## config.mk

```make
export PLATFORM = sky130hd
export DESIGN_NAME = flight_event_detector_flat
export DESIGN_NICKNAME = d
export VERILOG_FILES = /design/src/fed_pkg.sv /design/src/fed_ifs.sv /design/src/fed_cfg_regs.sv /design/src/fed_tracker.sv /design/src/flight_event_detector.sv /design/src/flat_wrapper.sv
export SDC_FILE = /design/constraint.sdc
export NUM_CORES = 1
export LEC_CHECK = 0
export BUFFER_PORTS_ARGS = -buffer_cell sky130_fd_sc_hd__buf_2
export CORE_ASPECT_RATIO = 0.8
export CORE_MARGIN = 2
export CORE_UTILIZATION = 40
export DETAILED_ROUTE_END_ITERATION = 6
export MAX_ROUTING_LAYER = met4
export PLACE_DENSITY = 0.69
export REMOVE_ABC_BUFFERS = 1
export SYNTH_ARGS = -nofsm -noshare
export SYNTH_HDL_FRONTEND = slang
export SYNTH_SLANG_ARGS = --single-unit
```

## constraint.sdc

```tcl
create_clock -name clk -period 10.9 [get_ports clk]
set_input_delay 2.18 -clock clk [delete_from_list [all_inputs] [get_ports clk]]
set_output_delay 2.18 -clock clk [all_outputs]
set_load 0.01 [all_outputs]
```

## src/fed_pkg.sv

```systemverilog
// Shared types and constants for the flight event detector.
package fed_pkg;

	localparam int ALT_W      = 20;
	localparam int TIME_W     = 32;
	localparam int FLAGS_W    = 7;
	localparam int COUNT_W    = 8;
	localparam int MARGIN_W   = 16;
	localparam int CFG_IDX_W  = 3;
	localparam int CFG_DATA_W = 16;

	// status_flags bit positions
	localparam int BIT_LAUNCH  = 0;
	localparam int BIT_APOGEE  = 1;
	localparam int BIT_GPS     = 2;
	localparam int BIT_BARO    = 3;
	localparam int BIT_STORAGE = 5;
	localparam int BIT_STALE   = 6;

	localparam logic [MARGIN_W-1:0] RST_LAUNCH_GAIN    = 16'd100;
	localparam logic [COUNT_W-1:0]  RST_LAUNCH_CONFIRM = 8'd3;
	localparam logic [MARGIN_W-1:0] RST_APOGEE_DROP    = 16'd50;
	localparam logic [MARGIN_W-1:0] RST_STALE_TIMEOUT  = 16'd3000;
	localparam logic [COUNT_W-1:0]  RST_BASELINE_COUNT = 8'd20;

	typedef enum logic [CFG_IDX_W-1:0] {
		CFG_LAUNCH_GAIN    = 3'd0,
		CFG_LAUNCH_CONFIRM = 3'd1,
		CFG_APOGEE_DROP    = 3'd2,
		CFG_STALE_TIMEOUT  = 3'd3,
		CFG_BASELINE_COUNT = 3'd4
	} cfg_idx_t;

	typedef struct packed {
		logic [MARGIN_W-1:0] launch_gain_dm;
		logic [COUNT_W-1:0]  confirm_runs;
		logic [MARGIN_W-1:0] apogee_drop_dm;
		logic [MARGIN_W-1:0] stale_timeout_ms;
		logic [COUNT_W-1:0]  baseline_sample_count;
	} cfg_t;

	typedef struct packed {
		logic                    sample_valid;
		logic signed [ALT_W-1:0] altitude_dm;
		logic [TIME_W-1:0]       now_ms;
		logic                    gps_fix;
		logic                    storage_ok;
	} sample_t;

	typedef struct packed {
		logic [FLAGS_W-1:0]      status_flags;
		logic signed [ALT_W-1:0] max_altitude_dm;
		logic                    apogee_valid;
		logic signed [ALT_W-1:0] apogee_altitude_dm;
	} result_t;

endpackage

```

## src/fed_ifs.sv

```systemverilog
// Channel interfaces: sample input, status result, configuration write.
interface fed_sample_if;
	import fed_pkg::*;
	logic                    valid;
	logic                    ready;
	logic                    sample_valid;
	logic signed [ALT_W-1:0] altitude_dm;
	logic [TIME_W-1:0]       now_ms;
	logic                    gps_fix;
	logic                    storage_ok;

	modport source (output valid, sample_valid, altitude_dm, now_ms, gps_fix, storage_ok,
		input ready);
	modport sink (input valid, sample_valid, altitude_dm, now_ms, gps_fix, storage_ok,
		output ready);
endinterface

interface fed_result_if;
	import fed_pkg::*;
	logic                    valid;
	logic                    ready;
	logic [FLAGS_W-1:0]      status_flags;
	logic signed [ALT_W-1:0] max_altitude_dm;
	logic                    apogee_valid;
	logic signed [ALT_W-1:0] apogee_altitude_dm;

	modport source (output valid, status_flags, max_altitude_dm, apogee_valid,
		apogee_altitude_dm, input ready);
	modport sink (input valid, status_flags, max_altitude_dm, apogee_valid,
		apogee_altitude_dm, output ready);
endinterface

interface fed_cfg_if;
	import fed_pkg::*;
	logic                  valid;
	logic                  ready;
	logic [CFG_IDX_W-1:0]  index;
	logic [CFG_DATA_W-1:0] data;

	modport source (output valid, index, data, input ready);
	modport sink (input valid, index, data, output ready);
endinterface

```

## src/fed_cfg_regs.sv

```systemverilog
// Configuration register file.
module fed_cfg_regs (
	input  logic          clk,
	input  logic          arst_n,
	fed_cfg_if.sink       cfg,
	output fed_pkg::cfg_t regs
);
	import fed_pkg::*;

	cfg_t regs_q;

	assign cfg.ready = 1'b1;
	assign regs      = regs_q;

	always_ff @(posedge clk or negedge arst_n) begin
		if (!arst_n) begin
			regs_q.launch_gain_dm        <= RST_LAUNCH_GAIN;
			regs_q.confirm_runs          <= RST_LAUNCH_CONFIRM;
			regs_q.apogee_drop_dm        <= RST_APOGEE_DROP;
			regs_q.stale_timeout_ms      <= RST_STALE_TIMEOUT;
			regs_q.baseline_sample_count <= RST_BASELINE_COUNT;
		end else if (cfg.valid) begin
			unique case (cfg.index)
				CFG_LAUNCH_GAIN:    regs_q.launch_gain_dm        <= cfg.data;
				CFG_LAUNCH_CONFIRM: regs_q.confirm_runs          <= cfg.data[COUNT_W-1:0];
				CFG_APOGEE_DROP:    regs_q.apogee_drop_dm        <= cfg.data;
				CFG_STALE_TIMEOUT:  regs_q.stale_timeout_ms      <= cfg.data;
				CFG_BASELINE_COUNT: regs_q.baseline_sample_count <= cfg.data[COUNT_W-1:0];
				default: ;
			endcase
		end
	end

endmodule

```

## src/fed_tracker.sv

```systemverilog
// Flight state: baseline, maximum, launch and apogee detection, stale check.
module fed_tracker (
	input  logic             clk,
	input  logic             arst_n,
	input  logic             step,
	input  fed_pkg::cfg_t    cfg,
	input  fed_pkg::sample_t smp,
	output fed_pkg::result_t result
);
	import fed_pkg::*;

	logic [COUNT_W-1:0]      seen_q, seen_d;
	logic signed [ALT_W-1:0] base_q, base_d;
	logic signed [ALT_W-1:0] max_q, max_d;
	logic [COUNT_W-1:0]      run_q, run_d;
	logic                    launched_q, launched_d;
	logic                    apogee_q, apogee_d;
	logic signed [ALT_W-1:0] apogee_alt_q, apogee_alt_d;
	logic [TIME_W-1:0]       last_q, last_d;

	logic signed [ALT_W-1:0] alt;
	logic                    capture;
	logic signed [ALT_W:0]   gain;
	logic signed [ALT_W:0]   drop;
	logic                    gain_hit;
	logic                    drop_hit;
	logic                    apogee_set;
	logic [TIME_W-1:0]       elapsed;
	logic                    stale;

	always_comb begin
		alt     = smp.sample_valid ? smp.altitude_dm : '0;
		capture = smp.sample_valid && (seen_q < cfg.baseline_sample_count);
		seen_d  = capture ? seen_q + COUNT_W'(1) : seen_q;
		base_d  = capture ? alt : base_q;
		max_d   = (smp.sample_valid && (alt > max_q)) ? alt : max_q;
		last_d  = smp.sample_valid ? smp.now_ms : last_q;

		gain     = {alt[ALT_W-1], alt} - {base_d[ALT_W-1], base_d};
		gain_hit = gain > $signed({{(ALT_W+1-MARGIN_W){1'b0}}, cfg.launch_gain_dm});
		run_d    = run_q;
		if (!launched_q) begin
			if (gain_hit)
				run_d = (run_q == '1) ? run_q : run_q + COUNT_W'(1);
			else
				run_d = '0;
		end
		launched_d = launched_q || (run_d >= cfg.confirm_runs);

		// apogee may latch on the same sample that declares launch
		drop       = {max_d[ALT_W-1], max_d} - {alt[ALT_W-1], alt};
		drop_hit   = drop > $signed({{(ALT_W+1-MARGIN_W){1'b0}}, cfg.apogee_drop_dm});
		apogee_set = launched_d && !apogee_q && drop_hit;
		apogee_d   = apogee_q || apogee_set;
		apogee_alt_d = apogee_set ? max_d : apogee_alt_q;

		elapsed = smp.now_ms - last_d;
		stale   = elapsed > {{(TIME_W-MARGIN_W){1'b0}}, cfg.stale_timeout_ms};

		result.status_flags              = '0;
		result.status_flags[BIT_LAUNCH]  = launched_d;
		result.status_flags[BIT_APOGEE]  = apogee_d;
		result.status_flags[BIT_GPS]     = smp.gps_fix;
		result.status_flags[BIT_BARO]    = smp.sample_valid;
		result.status_flags[BIT_STORAGE] = smp.storage_ok;
		result.status_flags[BIT_STALE]   = stale;
		result.max_altitude_dm    = max_d;
		result.apogee_valid       = apogee_d;
		result.apogee_altitude_dm = apogee_alt_d;
	end

	always_ff @(posedge clk or negedge arst_n) begin
		if (!arst_n) begin
			seen_q       <= '0;
			base_q       <= '0;
			max_q        <= '0;
			run_q        <= '0;
			launched_q   <= 1'b0;
			apogee_q     <= 1'b0;
			apogee_alt_q <= '0;
			last_q       <= '0;
		end else if (step) begin
			seen_q       <= seen_d;
			base_q       <= base_d;
			max_q        <= max_d;
			run_q        <= run_d;
			launched_q   <= launched_d;
			apogee_q     <= apogee_d;
			apogee_alt_q <= apogee_alt_d;
			last_q       <= last_d;
		end
	end

	a_apogee_after_launch: assert property (@(posedge clk) disable iff (!arst_n)
		apogee_q |-> launched_q)
		else $error("apogee latched without launch");

	a_launch_sticky: assert property (@(posedge clk) disable iff (!arst_n)
		launched_q |=> launched_q)
		else $error("launch flag cleared");

	a_apogee_alt_held: assert property (@(posedge clk) disable iff (!arst_n)
		apogee_q |=> apogee_q && $stable(apogee_alt_q))
		else $error("apogee altitude changed after latch");

endmodule

```

## src/flight_event_detector.sv

```systemverilog
// Top level of the flight event detector: sample register, tracker, result register.
// Usage:
//   sample: one word per altitude sample (validity bit, altitude in dm, ms timestamp,
//           GPS-fix and storage-ok bits), valid/ready handshake.
//   status: one word per sample (status flags, maximum altitude, apogee valid and
//           apogee altitude), valid/ready handshake, in sample order.
//   cfg:    register writes (index, data), always ready; write only while no word
//           is in flight.
// Path: the sample register holds a sample, the result register its status word.
// Throughput: one sample per cycle while status.ready is high; the state update is one
// pass of compares and adds between the sample register and the result register.
// Stall: when the status receiver holds ready low, the result register keeps its
// word and the sample register still takes one more word; after that sample.ready
// drops until the result moves on. No word is lost or repeated.
// Reset: arst_n clears the flight state, the pipeline and the configuration
// registers to their defaults; sample.ready is high out of reset.
module flight_event_detector (
	input logic          clk,
	input logic          arst_n,
	fed_sample_if.sink   sample,
	fed_result_if.source status,
	fed_cfg_if.sink      cfg
);
	import fed_pkg::*;

	cfg_t    cfg_regs;
	sample_t smp_s1;
	logic    valid_s1;
	result_t res_next;
	result_t res_s2;
	logic    valid_s2;
	logic    adv_s1;

	fed_cfg_regs u_cfg (
		.clk    (clk),
		.arst_n (arst_n),
		.cfg    (cfg),
		.regs   (cfg_regs)
	);

	assign adv_s1       = valid_s1 && (!valid_s2 || status.ready);
	assign sample.ready = !valid_s1 || adv_s1;

	always_ff @(posedge clk or negedge arst_n) begin
		if (!arst_n)
			valid_s1 <= 1'b0;
		else if (sample.ready)
			valid_s1 <= sample.valid;
	end

	always_ff @(posedge clk) begin
		if (sample.valid && sample.ready) begin
			smp_s1.sample_valid <= sample.sample_valid;
			smp_s1.altitude_dm  <= sample.altitude_dm;
			smp_s1.now_ms       <= sample.now_ms;
			smp_s1.gps_fix      <= sample.gps_fix;
			smp_s1.storage_ok   <= sample.storage_ok;
		end
	end

	fed_tracker u_tracker (
		.clk    (clk),
		.arst_n (arst_n),
		.step   (adv_s1),
		.cfg    (cfg_regs),
		.smp    (smp_s1),
		.result (res_next)
	);

	always_ff @(posedge clk or negedge arst_n) begin
		if (!arst_n)
			valid_s2 <= 1'b0;
		else if (!valid_s2 || status.ready)
			valid_s2 <= valid_s1;
	end

	always_ff @(posedge clk) begin
		if (adv_s1)
			res_s2 <= res_next;
	end

	assign status.valid              = valid_s2;
	assign status.status_flags       = res_s2.status_flags;
	assign status.max_altitude_dm    = res_s2.max_altitude_dm;
	assign status.apogee_valid       = res_s2.apogee_valid;
	assign status.apogee_altitude_dm = res_s2.apogee_altitude_dm;

	a_out_from_s1: assert property (@(posedge clk) disable iff (!arst_n)
		$rose(valid_s2) |-> $past(valid_s1))
		else $error("result word without a sample");

	a_no_overwrite: assert property (@(posedge clk) disable iff (!arst_n)
		(valid_s1 && valid_s2 && !status.ready) |-> !sample.ready)
		else $error("sample register overwritten while stalled");

	a_step_delivers: assert property (@(posedge clk) disable iff (!arst_n)
		adv_s1 |=> valid_s2)
		else $error("processed sample did not reach the result register");

endmodule
```

## src/flat_wrapper.sv

```systemverilog
// flat-port wrapper written by rule: the top's interface ports become plain ports
module flight_event_detector_flat import fed_pkg::*;
  (clk, arst_n, sample_valid, sample_sample_valid, sample_altitude_dm, sample_now_ms, sample_gps_fix, sample_storage_ok, sample_ready, status_valid, status_status_flags, status_max_altitude_dm, status_apogee_valid, status_apogee_altitude_dm, status_ready, cfg_valid, cfg_index, cfg_data, cfg_ready);
  fed_sample_if sample_i ();
  fed_result_if status_i ();
  fed_cfg_if cfg_i ();
  input logic clk;
  input logic arst_n;
  input wire logic [$bits(sample_i.valid)-1:0] sample_valid;
  input wire logic [$bits(sample_i.sample_valid)-1:0] sample_sample_valid;
  input wire logic [$bits(sample_i.altitude_dm)-1:0] sample_altitude_dm;
  input wire logic [$bits(sample_i.now_ms)-1:0] sample_now_ms;
  input wire logic [$bits(sample_i.gps_fix)-1:0] sample_gps_fix;
  input wire logic [$bits(sample_i.storage_ok)-1:0] sample_storage_ok;
  output wire logic [$bits(sample_i.ready)-1:0] sample_ready;
  output wire logic [$bits(status_i.valid)-1:0] status_valid;
  output wire logic [$bits(status_i.status_flags)-1:0] status_status_flags;
  output wire logic [$bits(status_i.max_altitude_dm)-1:0] status_max_altitude_dm;
  output wire logic [$bits(status_i.apogee_valid)-1:0] status_apogee_valid;
  output wire logic [$bits(status_i.apogee_altitude_dm)-1:0] status_apogee_altitude_dm;
  input wire logic [$bits(status_i.ready)-1:0] status_ready;
  input wire logic [$bits(cfg_i.valid)-1:0] cfg_valid;
  input wire logic [$bits(cfg_i.index)-1:0] cfg_index;
  input wire logic [$bits(cfg_i.data)-1:0] cfg_data;
  output wire logic [$bits(cfg_i.ready)-1:0] cfg_ready;
  assign sample_i.valid = sample_valid;
  assign sample_i.sample_valid = sample_sample_valid;
  assign sample_i.altitude_dm = sample_altitude_dm;
  assign sample_i.now_ms = sample_now_ms;
  assign sample_i.gps_fix = sample_gps_fix;
  assign sample_i.storage_ok = sample_storage_ok;
  assign sample_ready = sample_i.ready;
  assign status_valid = status_i.valid;
  assign status_status_flags = status_i.status_flags;
  assign status_max_altitude_dm = status_i.max_altitude_dm;
  assign status_apogee_valid = status_i.apogee_valid;
  assign status_apogee_altitude_dm = status_i.apogee_altitude_dm;
  assign status_i.ready = status_ready;
  assign cfg_i.valid = cfg_valid;
  assign cfg_i.index = cfg_index;
  assign cfg_i.data = cfg_data;
  assign cfg_ready = cfg_i.ready;
  flight_event_detector u_core (.clk(clk), .arst_n(arst_n), .sample(sample_i), .status(status_i), .cfg(cfg_i));
endmodule
```

# Yosys cells after proc, flatten, opt, wreduce, memory -nomap -nowiden

Index checks and enable logic that the tools add are counted.

Memories: 0
Output and inout port bits: 51
Flip-flop bits (word level): 278
Bits in latches: 0
Word-level logic and storage cells: 68
Bits of input ports: 79
Memory bits (writable): 0
Bits in read-only memories: 0

$add $sub $neg: 5
Div/mod/pow operators: 0
Reductions and logical operators: 20
Bitwise logic cells: 0
Mux-type cells: 8
$mul: 0
Order comparisons: 6
Equal/unequal tests: 5
Shifts and indexed selects: 0

Operators with widths:

| operator                                       | number |
|---|---|
| 2-to-1 mux 20 bit                              | 4 |
| greater-than comparator 21 x 17 -> 1 bit       | 2 |
| subtractor 20 x 20 -> 21 bit                   | 2 |
| greater-than comparator 32 x 16 -> 1 bit       | 1 |
| 2-to-1 mux 32 bit                              | 1 |
| subtractor 32 bit                              | 1 |
| 2-to-1 mux 8 bit                               | 3 |
| greater-than comparator 20 bit                 | 1 |
| adder 8 x 1 -> 8 bit (second input constant)   | 2 |
| AND reduction 2 bit                            | 6 |
| == test 8 bit (second input constant)          | 1 |
| >= comparator 8 bit                            | 1 |
| less-than comparator 8 bit                     | 1 |
| == test 3 x 2 -> 1 bit (second input constant) | 2 |
| logical AND 1 bit                              | 6 |
| logical OR 1 bit                               | 4 |
| == test 3 x 1 -> 1 bit (second input constant) | 1 |
| == test 3 bit (second input constant)          | 1 |
| zero test 1 bit                                | 3 |
| zero test 3 bit                                | 1 |

# Depth between registers and ports, before layout

Depth after elaboration: 12
Depth in mapped cells: 41
Gate-level depth less buffers: 38

# Hierarchy

From an unflattened synthesis, not the netlist that was laid out.

Cell total of the unflattened synthesis: 1,651
Area, all modules: 17,515.5 µm²

By module, submodules not included:

| module                | cells each | area an instance (µm²) | sequential area each (µm²) | times used |
|---|---|---|---|---|
| fed_tracker           | 1,399      | 11,852.6               | 2,752.6                    | 1 |
| flight_event_detector | 111        | 3,196.8                | 3,143.0                    | 1 |
| fed_cfg_regs          | 141        | 2,466.1                | 1,622.8                    | 1 |

# Worst setup path after synthesis

OpenSTA, ideal clock, no wires.

Kind: register to register
Start: register u_core.smp_s1[54] in the netlist's numbering
End: register u_core.res_s2, in the netlist u_core.status.apogee_altitude_dm[10], data pin
Slack: 3.066 ns
Buffers on the path: 7
Required time: 10.640 ns
Setup time: 0.260 ns
Arrival: 7.574 ns
Cell stages (with the launch flop): 36
Period minus slack after synthesis: 7.834 ns
Cell sequence: edfxtp_1 > buf_6 > buf_6 > clkbuf_1 > buf_1 > buf_1 > nand2_1 > inv_1 > ha_1 > a21o_1 > a221oi_1 > nor2_1 > a311oi_1 > clkbuf_1 > mux2_2 > ha_1 > nor2b_1 > o21a_1 > o21ai_1 > a21oi_1 > a311o_1 > nand2_1 > o21ai_0 > o21a_1 > nor2_1 > xnor2_1 > ha_1 > and3_1 > nand3_1 > or4_1 > o21ai_0 > nand2_1 > and4_1 > a21oi_1 > buf_2 > mux2_2

RTL lines:

| item                   | line                        | text |
|---|---|---|
| start: declaration     | flight_event_detector.sv:27 | `sample_t smp_s1;` |
| end signal: assignment | flight_event_detector.sv:79 | `res_s2 <= res_next;` |
| end: declaration       | flight_event_detector.sv:30 | `result_t res_s2;` |

==> flow_summary.json <==
{
  "hold_depth": 0,
  "globalRouteOverflowTotal": 0,
  "initial_utilization_pct": 40.3,
  "fin_crit_sh_pct": 83.5,
  "grt_usage_pct": 20.3,
  "fmax_ghz": 0.110,
  "start_kind": "flop",
  "synth_edf_count": 101,
  "drive_gt1_share_pct": 16.5,
  "area_growth_pct": 13.0,
  "power_density_mw_per_mm2": 251,
  "fp.dieW_um": 236,
  "htree_num_levels": 1,
  "end_kind": "flop",
  "cp_max_fo": 21,
  "yosys_warnings": 0,
  "rsz0062_at_grt": "no",
  "worstPathRequired_ns": 11.34,
  "wirelength_um": 44300,
  "cp.arrival_ns": 9.54,
  "grt_pass1_vias": 13000,
  "final_util_pct": 45.5,
  "cts_tree": "yes",
  "crit_path_start": "u_core.u_cfg.regs[4]",
  "drc": 0,
  "peakVddDrop_mv": 0.101,
  "async_flop_share_pct": 63.5,
  "nFillCells": 4066,
  "critical-path-slowest-cell": "a211oi_4",
  "ys_seq_elements": 277,
  "nets": 2099,
  "antenna_found_initial": 1,
  "yosys-top-cells-count": "217 x nand2_1, 174 x o21ai_0, 159 x dfrtp_1",
  "place_ws_ns": 1.84,
  "numPortBuffers": 127,
  "dp_hpwl_um": 32900,
  "drtIter0Drc": 1112,
  "postCtsSetupRepairBufs": 0,
  "post-route-min-period_ns": 9.10,
  "syn_area_per_cell_um2": 9.81,
  "synth_flop_cell": "dfrtp_1",
  "dieHeight_um": 190,
  "rr_worst_depth": 35,
  "clockRootBuffer": "clkbuf_16",
  "p_leak_nw": 8.64,
  "crit_type": "flop to flop",
  "synth_top_area_share_pct": 23.1,
  "routed_via_density": 5.40,
  "slowest_delay_ns": 0.91,
  "cts_buffer_depth": 3,
  "row_count": 68,
  "grt_pass1_wl_um": 71000,
  "clock-sinks": 277,
  "yosysMostFrequentCell": "nand2_1",
  "min_to": "u_core.status.status_flags[2]",
  "worstReg2RegStart": "u_core.u_cfg.regs[4]",
  "ys_types": 90,
  "rrSetupSlack_ns": 1.80,
  "worst_pin_slew_ns": 1.12,
  "dieArea_mm2": 0.0448,
  "ant_nets": 0,
  "crit_top_cell": "a21oi_1",
  "syn_area_mm2": 0.0173,
  "hold_start": "u_core.smp_s1[1]",
  "hold_violations": 0,
  "io_pins": 130,
  "maxCapViolations": 0,
  "cts_buffers": 29,
  "fin_setup_tns_ns": 0,
  "cts_hold_buf": 0,
  "synth.largest_area_cell": "dfrtp_1",
  "vias": 13300,
  "slew-limit-headroom_pct": 24.2,
  "gp_congestion": 0.931,
  "hold_class": "flop to flop",
  "timing.final.ws_setup_ns": 1.80,
  "wl_per_cell_um": 18.0,
  "path_clk_slew_ns": 0.06,
  "setup_viol": 0,
  "clock_latency_ns": 0.58,
  "yosys-top-cells-area": "dfrtp_1 23%, edfxtp_1 18%, ha_1 11%",
  "yosysSeqAreaShare_pct": 43.2,
  "fin_skew_ns": 0.0303,
  "slew_violations": 0,
  "netlist_instances": 1759,
  "grt_max_degree": 89,
  "outcome": "finished clean",
  "reg2reg_to": "u_core.u_tracker.apogee_alt_q[11]",
  "dr.pass1.iters": 6,
  "post_cts_resized": 0,
  "core_area_mm2": 0.0429
}
-- power by group --
part	internal, mW	total [mW]	switching, mW	leakage [nW]
combinational	0.972	2.33	1.36	5.00
clock	0.618	1.06	0.440	0.494
sequential	1.37	1.51	0.142	3.15
total	2.96	4.90	1.94	8.64
-- worst max-delay path, delay by kind of cell, from the launching register on --
kind | cells | cell delay, ns
AOI/OAI and AO/OA | 20 | 5.37
adders and majority gates | 4 | 1.24
buffers and inverters | 1 | 0.05
DFF | 1 | 0.52
muxes | 2 | 0.77
and+or+nand+nor | 8 | 0.98
-- stage by stage --
step                area [um2]  std cells  total power [mW]  hold slack, ns
global route             19500       2454              5.28           0.436
floorplan                17000       1698              3.17           0.400
global placement         18500       2399              3.75           0.403
finish                   19500       2455              4.90           0.433
CTS                      19500       2453              4.91           0.431
detailed placement       18500       2399              3.82           0.429
-- state kept, by name, indices dropped and copies added, names as in the netlist --
register / count
u_core.valid_s1: 1
u_core.u_tracker.base_q: 20
u_core.u_tracker.launched_q: 1
u_core.u_tracker.apogee_q: 1
u_core.u_tracker.seen_q: 8
u_core.status.max_altitude_dm: 20
u_core.status.valid: 1
u_core.status.apogee_altitude_dm: 20
u_core.status.status_flags: 6
u_core.u_cfg.regs: 64
u_core.u_tracker.max_q: 20
u_core.u_tracker.apogee_alt_q: 20
u_core.smp_s1: 55
u_core.u_tracker.run_q: 8
u_core.u_tracker.last_q: 32
-- routing by layer --
layer | part of all wire [%] | GRT usage [%]
met5 | 0 | -
met4 | 2.1 | 4.55
met3 | 4.9 | 3.42
met2 | 42 | 29.8
met1 | 51 | 29.3
-- worst max-delay path by stage --
stage | to | slack [ns] | cells past startpoint
2_1_floorplan | u_core.status.apogee_altitude_dm[10] | 0.37 | 31
3_3_place_gp | u_core.u_tracker.apogee_alt_q[11] | 2.19 | 36
3_5_place_dp | u_core.u_tracker.apogee_alt_q[11] | 1.84 | 36
4_1_cts | u_core.u_tracker.apogee_alt_q[11] | 1.78 | 36
5_1_grt | u_core.u_tracker.apogee_alt_q[11] | 0.85 | 36
6_report | u_core.u_tracker.apogee_alt_q[11] | 1.80 | 35
-- cell type report --
cell class / instances / area (um2) / share of cell area [%]
tap: 560 / 701 / 3.59
timing repair buffer: 141 / 747 / 3.83
multi-input combinational: 1280 / 9060 / 46.4
inverter: 141 / 531 / 2.72
antenna: 2 / 5.00 / 0.0257
clock buffer: 34 / 754 / 3.87
clock inverter: 20 / 250 / 1.28
sequential: 277 / 7460 / 38.2
-- cell usage in the layout, fill, tap and decap left out, drive strengths merged, types with 26 or more instances in the layout --
cell type | Yosys | routed
nor2 | 76 | 76
nand2 | 218 | 218
a21o | 35 | 35
ha | 147 | 147
nand2b | 28 | 28
mux2 | 81 | 81
xnor2 | 39 | 39
buf | 19 | 141
mux2i | 37 | 37
o21a | 26 | 26
nand3 | 37 | 37
a21oi | 89 | 89
edfxtp | 101 | 101
dfrtp | 159 | 159
inv | 141 | 144
o21ai | 182 | 182
clkbuf | 42 | 34
-- logic make-up after synthesis --
logic type                 share of synthesized area [%]
AOI/OAI and AO/OA                                   16.9
xor gates and xnor gates                            2.79
adders and majority gates                           11.3
buffers and inverters                               4.67
DFF                                                 43.2
muxes                                               7.45
other                                             0.0435
and+or+nand+nor                                     13.6
(Power assumes the default switching activity.)
